==> config.mk <==
export PLATFORM = sky130hd
export DESIGN_NAME = dtd_front
export DESIGN_NICKNAME = d
export VERILOG_FILES = /design/src/rtl/core/dtd_pkg.sv /design/src/rtl/core/dtd_front.sv
export SDC_FILE = /design/constraint.sdc
export NUM_CORES = 2
export LEC_CHECK = 0
export BUFFER_PORTS_ARGS = -buffer_cell sky130_fd_sc_hd__buf_2
export CORE_ASPECT_RATIO = 1.2
export CORE_MARGIN = 2
export CORE_UTILIZATION = 62
export CTS_CLUSTER_SIZE = 10
export DETAILED_ROUTE_END_ITERATION = 10
export GPL_ROUTABILITY_DRIVEN = 1
export GPL_TIMING_DRIVEN = 0
export PLACE_DENSITY = 0.92
export RECOVER_POWER = 100
export SYNTH_ARGS = -nofsm -noshare
export SYNTH_HDL_FRONTEND = slang
export SYNTH_SLANG_ARGS = --single-unit
==> constraint.sdc <==
create_clock -name clock -period 8.47 [get_ports clock]
set_input_delay 1.2705 -clock clock [delete_from_list [all_inputs] [get_ports clock]]
set_output_delay 1.2705 -clock clock [all_outputs]
set_load 0.01 [all_outputs]
==> src/rtl/core/dtd_pkg.sv <==
package dtd_pkg;

   // sizes of the item fields
   localparam int DIST_W   = 16;
   localparam int TIME_W   = 20;
   localparam int ANGLE_W  = 20;
   localparam int STATUS_W = 2;
   localparam int FRAC_W   = 16;

   // search depth and distance range
   localparam int BISECTION_STEPS = 16;
   localparam int DISTANCE_BITS   = 16;
   localparam int DIST_USED       = (DISTANCE_BITS < DIST_W) ? DISTANCE_BITS : DIST_W;
   localparam logic [DIST_W-1:0] DIST_MAX = DIST_W'((64'd1 << DIST_USED) - 64'd1);

   // short distance region
   localparam logic [DIST_W-1:0] SHORT_LIMIT = DIST_W'(410);
   localparam logic [TIME_W-1:0] SHORT_TIME  = TIME_W'(432);
   localparam logic [TIME_W-1:0] TIME_MAX    = {TIME_W{1'b1}};

   // angle folding, degrees in Q16
   localparam int RAD_W    = 30;
   localparam logic [RAD_W-1:0] RAD_TO_DEG_Q24 = RAD_W'(961263669);
   localparam int DEGRAW_W = 25;
   localparam int DEG_W    = 23;
   localparam longint Deg90 = 64'd90 * 64'd65536;
   localparam logic [DEG_W-1:0] DEG30 = DEG_W'(30 * 65536);
   localparam logic [DEG_W-1:0] DEG45 = DEG_W'(45 * 65536);
   localparam logic [DEG_W-1:0] DEG60 = DEG_W'(60 * 65536);
   localparam int FOLD_TURNS =
      int'((longint'(RAD_TO_DEG_Q24) >> (24 - (ANGLE_W - 1))) / Deg90);

   // blend fraction: divide by 15 through a reciprocal
   localparam int V_W = 20;
   localparam logic [16:0] RECIP15 = 17'd69905;

   // polynomial arithmetic
   localparam int COEF_W   = 26;
   localparam int R_W      = 42;
   localparam int HPROD_W  = R_W + DIST_W + 1;
   localparam int HORNER_N = 5;
   localparam int S_W      = 44;
   localparam longint SatLimit = 64'sd1 <<< 40;
   localparam int EVAL_LAT = HORNER_N + 3;

   typedef enum logic {
      OP_TIME,
      OP_DIST
   } opcode_type;

   typedef enum logic [STATUS_W-1:0] {
      STATUS_OK,
      STATUS_RANGE,
      STATUS_NO_MAX
   } status_type;

   // one item on its way through the pipeline
   typedef struct packed {
      logic              valid;
      opcode_type        op;
      logic [DIST_W-1:0] dist_val;
      logic [TIME_W-1:0] t_in;
      logic [1:0]        seg;
      logic [FRAC_W-1:0] frac;
      logic [DIST_W-1:0] mx;
      logic [TIME_W-1:0] t_far;
      logic [TIME_W-1:0] t_short;
      logic [DIST_W-1:0] lo;
      logic [DIST_W-1:0] hi;
   } ctx_type;

   // curves at 0, 30, 45 and 60 degrees, Q2.24, constant term first
   localparam logic signed [COEF_W-1:0] COEF [4][6] = '{
      '{26'sd38135, 26'sd3099926, 26'sd85572, -26'sd34959, 26'sd6429, -26'sd312},
      '{-26'sd184437, 26'sd4017663, -26'sd726277, 26'sd231562, -26'sd30743, 26'sd1537},
      '{-26'sd267610, 26'sd4290614, -26'sd947046, 26'sd287357, -26'sd35729, 26'sd1693},
      '{-26'sd175815, 26'sd4194374, -26'sd863361, 26'sd274725, -26'sd36964, 26'sd1934}
   };

   function automatic logic [DIST_W-1:0] clamp_dist(input logic [DIST_W-1:0] d);
      return (d > DIST_MAX) ? DIST_MAX : d;
   endfunction

   // r = c + floor(r * x / 1024), saturated to +-2^40
   function automatic logic signed [R_W-1:0] horner_step(
      input logic signed [R_W-1:0]    r,
      input logic [DIST_W-1:0]        x,
      input logic signed [COEF_W-1:0] c
   );
      logic signed [HPROD_W-1:0] prod;
      logic signed [HPROD_W-1:0] acc;
      prod = r * $signed({1'b0, x});
      acc  = (prod >>> 10) + HPROD_W'(c);
      if (acc > HPROD_W'(SatLimit)) begin
         acc = HPROD_W'(SatLimit);
      end else if (acc < -HPROD_W'(SatLimit)) begin
         acc = -HPROD_W'(SatLimit);
      end
      return R_W'(acc);
   endfunction

endpackage

==> src/rtl/core/dtd_front.sv <==
module dtd_front (
   input  logic                          clock,
   input  logic                          reset,
   input  logic                          enable,
   input  logic                          in_valid,
   input  logic                          opcode,
   input  logic [dtd_pkg::DIST_W-1:0]    distance,
   input  logic [dtd_pkg::TIME_W-1:0]    drift_time,
   input  logic signed [dtd_pkg::ANGLE_W-1:0] angle,
   input  logic [dtd_pkg::DIST_W-1:0]    max_dist,
   output dtd_pkg::ctx_type              ctx_out
);
   import dtd_pkg::*;

   ctx_type c0_ff, c0_in, c1_ff, c2_ff, c3_ff, c3_in, c4_ff, c5_ff, c5_in;
   logic [ANGLE_W-1:0]   mag_ff, mag_in;
   logic [50:0]          deg_prod;
   logic [DEGRAW_W-1:0]  degraw_ff, degraw_in;
   logic [DEG_W-1:0]     deg_ff, deg_in;
   logic [V_W-1:0]       v_ff, v_in, v_d_ff;
   logic [36:0]          q_prod;
   logic [FRAC_W-1:0]    qest_ff, qest_in;

   // capture the item, absolute angle
   always_comb begin
      c0_in          = '0;
      c0_in.valid    = in_valid;
      c0_in.op       = opcode_type'(opcode);
      c0_in.dist_val = clamp_dist(distance);
      c0_in.t_in     = drift_time;
      c0_in.mx       = clamp_dist(max_dist);
      c0_in.lo       = SHORT_LIMIT;
      c0_in.hi       = clamp_dist(max_dist);
      mag_in         = ANGLE_W'(angle[ANGLE_W-1] ? -angle : angle);
   end

   // radians to degrees, rounded
   assign deg_prod  = 51'(mag_ff) * 51'(RAD_TO_DEG_Q24) + 51'(64'd1 << 23);
   assign degraw_in = deg_prod[24 +: DEGRAW_W];

   // fold modulo 90 degrees
   always_comb begin
      logic [DEGRAW_W-1:0] deg_sub;
      deg_sub = '0;
      for (int k = 1; k <= FOLD_TURNS; k++) begin
         if (degraw_ff >= DEGRAW_W'(longint'(k) * Deg90)) begin
            deg_sub = DEGRAW_W'(longint'(k) * Deg90);
         end
      end
      deg_in = DEG_W'(degraw_ff - deg_sub);
   end

   // pick the bracketing curves and offset into the segment
   always_comb begin
      logic [DEG_W-1:0] v_full;
      logic             halve;
      c3_in = c2_ff;
      if (deg_ff < DEG30) begin
         c3_in.seg = 2'd0;
         v_full    = deg_ff;
         halve     = 1'b1;
      end else if (deg_ff < DEG45) begin
         c3_in.seg = 2'd1;
         v_full    = deg_ff - DEG30;
         halve     = 1'b0;
      end else if (deg_ff < DEG60) begin
         c3_in.seg = 2'd2;
         v_full    = deg_ff - DEG45;
         halve     = 1'b0;
      end else begin
         c3_in.seg = 2'd3;
         v_full    = deg_ff - DEG60;
         halve     = 1'b1;
      end
      v_in = halve ? V_W'(v_full >> 1) : V_W'(v_full);
   end

   // quotient estimate by 15, low by at most one
   assign q_prod  = 37'(v_ff) * 37'(RECIP15);
   assign qest_in = q_prod[20 +: FRAC_W];

   // correct the quotient
   always_comb begin
      logic [V_W-1:0] rem;
      rem   = v_d_ff - ((V_W'(qest_ff) << 4) - V_W'(qest_ff));
      c5_in = c4_ff;
      c5_in.frac = (rem >= V_W'(15)) ? qest_ff + FRAC_W'(1) : qest_ff;
   end

   always_ff @(posedge clock) begin
      if (reset) begin
         c0_ff <= '0;
         c1_ff <= '0;
         c2_ff <= '0;
         c3_ff <= '0;
         c4_ff <= '0;
         c5_ff <= '0;
      end else if (enable) begin
         c0_ff <= c0_in;
         c1_ff <= c0_ff;
         c2_ff <= c1_ff;
         c3_ff <= c3_in;
         c4_ff <= c3_ff;
         c5_ff <= c5_in;
      end
   end

   always_ff @(posedge clock) begin
      if (enable) begin
         mag_ff    <= mag_in;
         degraw_ff <= degraw_in;
         deg_ff    <= deg_in;
         v_ff      <= v_in;
         v_d_ff    <= v_ff;
         qest_ff   <= qest_in;
      end
   end

   assign ctx_out = c5_ff;

endmodule

==> results by stage <==
Floorplanning:
- In this run the horizontal extent of the chip is 210 um.
- The floorplan step set the die height to 251 um.
- The effective utilization at floorplan is 62.8%.
- The die covers 52,800 um2.
- After floorplanning, the core was divided into 90 placement rows.
- For this design the top-level I/O count stands at 221.
- The core region is 50,300 um2.

Finish:
- Leaving out fill and tap cells, the most frequent cell in the layout is sky130_fd_sc_hd__inv_1.
- Cells fill 69.5% of the core in the end.
- Summing all flip-flop and latch instances after layout gives 10,800 um2.
- For this run, the post-layout net count is 3,979.
- The library cells used most frequently in the layout, excluding fill and tap cells, are 471 x sky130_fd_sc_hd__inv_1, 394 x sky130_fd_sc_hd__nor2_1, 379 x sky130_fd_sc_hd__ha_1, 352 x sky130_fd_sc_hd__dfxtp_1, 338 x sky130_fd_sc_hd__mux2i_1.
- Relative to the synthesized area, the layout overhead comes to 10.6%.
- Cells with a size suffix above 1 make up 7.67% of the layout.
- The multi-input combinational cells in the finished layout cover a total of 18,400 um2.
- The layout filler cell count is 3,295.

Synthesis:
- The number of library cell types mapped by synthesis is 74.
- In this run, synthesis produced a sequential element count of 476.
- Of all flip-flops after synthesis, the portion carrying an async set or reset was 0%.
- The share of the Yosys chip area taken by registers is 34.1%.
- The number of enable-type register cells in the synthesized netlist is 124.
- The total standard cell area after synthesis is 31,600 um2.
- For this run, the number of Yosys warnings is 0.
- After technology mapping, the gate count stands at 2,995.
- In the synthesized netlist the dominant register cell turns out to be sky130_fd_sc_hd__dfxtp_1.
- The average instance area after synthesis is 10.6 um2.

Timing:
- Measured against its own limit, the worst slew margin works out to -123%.
- After layout, the minimum clock period comes to 8070 ps.
- Setup violations remaining at the end of the flow were counted as 0.
- After routing, the total negative slack on setup checks comes to 0 ps.
- Clock skew on the completed layout was measured at 30.7 ps.
- The transition time of the tightest slew-check pin is 3350 ps.
- The hold violation total from the final report is 0.
- Setup repair after global routing left no endpoint under its margin.
- The number of pins exceeding their max-slew limit in the final report is 128.
- The peak clock frequency supported by timing is 0.124 GHz.
- The share of the cycle needed by the critical path after routing is 95.3%.
- The worst hold slack is 408 ps.

Global route:
- The number of global-route vias before repair is 23,800.
- Entering global routing, the biggest net connects 64 pins.
- The number of antenna violations at the first check in global routing came to 8.
- The first-pass GRT wire length is 121,000 um.
- Across every metal layer, demand over resource in global routing totals 29.0%.
- Global routing finished with a remaining overflow of 0.

Setup path:
- The required time at the worst-slack endpoint is 8810 ps.
- Traced cell by cell, the critical path runs through ha_1, inv_1, fa_1, fa_1, inv_1, fa_1, inv_1, fa_1, inv_1, fa_1, inv_1, fa_1, inv_1, ha_1, a21oi_1, o221ai_1, a211oi_1, a211oi_1, a2111oi_4, a211oi_1, o21ai_0, o21ai_0, a21oi_1, xnor2_1.
- The number of buffer and inverter instances along the worst setup path is 6.
- The launching element type of the critical path is a register.
- The delay of the slowest cell on the worst path is 650 ps.
- The endpoint kind of the worst setup timing path is a register.
- Along the worst path, the maximum fanout reaches 9.
- STA puts the critical path data arrival time at 8410 ps.
- For this design, the slowest cell found on the critical path is sky130_fd_sc_hd__edfxtp_1.
- The setup path with the least slack is of type register to register.
- The cell family contributing the most delay on the critical path is adder cells.

Clocking:
- The total number of H-tree levels is 2.
- The largest buffer count on any clock path is 3.
- The clock net in this run drives a total of 476 sinks.
- TritonCTS built the clock tree.
- For this design, the CTS-stage hold fixing added 0 buffers.
- At the later pin of the worst-skew pair, clock insertion delay measures 620 ps.
- Gates resized during post-CTS repair numbered 0.
- The number of CTS-inserted buffers is 55.
- The number of buffers inserted to repair setup after CTS is 0.
- After clock tree synthesis, the clock-pin slew on the worst setup and hold paths is 60 ps.
- The tree is rooted in a sky130_fd_sc_hd__clkbuf_16.

Placement:
- Routability-driven placement finished with a final weighted congestion of 0.974.
- Buffers placed on the I/O ports in this run total 169.
- Once detailed placement completed, the half-perimeter wirelength came to 57,200 um.

Drt:
- The post-detailed-route DRC marker count is 0.
- In this run, the number of DRC markers left after iteration 0 of detailed routing was 1,542.
- The routed wire length is 76,700 um.
- The detailed-router iteration count before antenna repair is 5.
- The detail-routed via count per cell is 5.70.
- The detail route stage leaves a number of antenna-violating nets equal to 0.
- The wire length per cell after detailed routing is 19.5 um.
- The number of vias in the routed layout is 22,400.

Outcome:
- The flow ran to the end, but the final reports show violations.
- The checks that failed: capacitance limit, slew limit.

Run:
- The max-capacitance violation count is 2.

Min path:
- The worst hold-check path type is register to register.
[layer usage]
layer  GRT usage [%]  part of all wire, %  wire (um)
met1            31.6                   37      28500
met4            18.7                  6.8       5220
met5               0                0.017         13
met3            4.98                  5.5       4230
met2            51.9                   51      38800
[sequential cells by signal, indices dropped and copies added (netlist names), 23 cells and up]
register,cells
c1_ff,55
deg_ff,23
degraw_ff,25
ctx_out,73
c4_ff,57
c0_ff,55
c3_ff,57
c2_ff,55
[per-stage QoR]
step                std cells  area [um2]  setup slack (ps)
finish                   3941       35000               395
detailed placement       3859       33500               389
floorplan                3045       31800              1830
CTS                      3931       35100               247
global route             3940       35000               104
global placement         3858       33500               510
[synthesized netlist by cell type, types with 3 or more instances]
cell type / n / share of area [%]
sky130_fd_sc_hd__nor3b_1: 3 / 0.071
sky130_fd_sc_hd__o211ai_1: 11 / 0.26
sky130_fd_sc_hd__buf_4: 72 / 1.7
sky130_fd_sc_hd__a311oi_1: 5 / 0.14
sky130_fd_sc_hd__or4_1: 6 / 0.14
sky130_fd_sc_hd__mux2_2: 15 / 0.53
sky130_fd_sc_hd__fa_1: 251 / 16
sky130_fd_sc_hd__o31ai_1: 8 / 0.19
sky130_fd_sc_hd__o21ai_0: 44 / 0.70
sky130_fd_sc_hd__a21oi_1: 53 / 0.84
sky130_fd_sc_hd__or3_1: 12 / 0.24
sky130_fd_sc_hd__nor2_1: 394 / 4.7
sky130_fd_sc_hd__o211a_1: 4 / 0.13
sky130_fd_sc_hd__a211oi_1: 22 / 0.52
sky130_fd_sc_hd__nor3_1: 15 / 0.24
sky130_fd_sc_hd__o21a_1: 13 / 0.31
sky130_fd_sc_hd__o21bai_1: 7 / 0.17
sky130_fd_sc_hd__dfxtp_1: 352 / 22
sky130_fd_sc_hd__edfxtp_1: 124 / 12
sky130_fd_sc_hd__nand4_1: 9 / 0.18
sky130_fd_sc_hd__buf_1: 40 / 0.47
sky130_fd_sc_hd__or2_2: 3 / 0.059
sky130_fd_sc_hd__xnor2_1: 61 / 1.7
sky130_fd_sc_hd__ha_1: 379 / 15
sky130_fd_sc_hd__nand3_1: 17 / 0.27
sky130_fd_sc_hd__nor2b_1: 11 / 0.22
sky130_fd_sc_hd__nor4_1: 4 / 0.079
sky130_fd_sc_hd__mux2i_1: 338 / 11
sky130_fd_sc_hd__o21ai_1: 9 / 0.14
sky130_fd_sc_hd__o2111ai_1: 9 / 0.25
sky130_fd_sc_hd__xor2_1: 17 / 0.47
sky130_fd_sc_hd__nand2_1: 56 / 0.66
sky130_fd_sc_hd__a31oi_1: 6 / 0.12
sky130_fd_sc_hd__a211o_1: 4 / 0.11
sky130_fd_sc_hd__and3_1: 5 / 0.099
sky130_fd_sc_hd__clkbuf_1: 50 / 0.59
sky130_fd_sc_hd__nand2b_1: 14 / 0.28
sky130_fd_sc_hd__a21o_1: 34 / 0.81
sky130_fd_sc_hd__o22ai_1: 5 / 0.099
sky130_fd_sc_hd__inv_1: 471 / 5.6
[layout make-up]
cell class	instances	area share, %
antenna	10	0.0715
buffer	163	2.54
clock buffer	64	4.03
clock inverter	8	0.461
inverter	473	5.08
multi-input combinational	1933	52.6
sequential	476	30.8
tap	644	2.30
timing repair buffer	170	2.14
[path summary, 6_finish.rpt]
path / start / endpoint / slack (ps) / cells after the start
max: mag_ff[3] / degraw_ff[24] / 400 / 24
min: degraw_ff[2] / deg_ff[2] / 410 / 0
max reg2reg: mag_ff[3] / degraw_ff[24] / 400 / 24
min reg2reg: degraw_ff[2] / deg_ff[2] / 410 / 0
[cells by family (layout without fill, tap and decap cells)]
family	Yosys count	in the layout	share of synthesized area (%)
multiplexers	355	355	11.3
AND/OR/NAND/NOR	564	564	7.64
other	1	61	0.0119
AO/OA/AOI/OAI	254	254	5.42
flip-flops	476	476	34.1
XOR/XNOR	79	79	2.24
buffers and inverters	636	878	8.43
adder cells (fa/ha/maj)	630	630	30.9
Power is left out: the tool's default activity adds up to more than one toggle a clock period on the data nets, which glitch-free logic cannot reach.
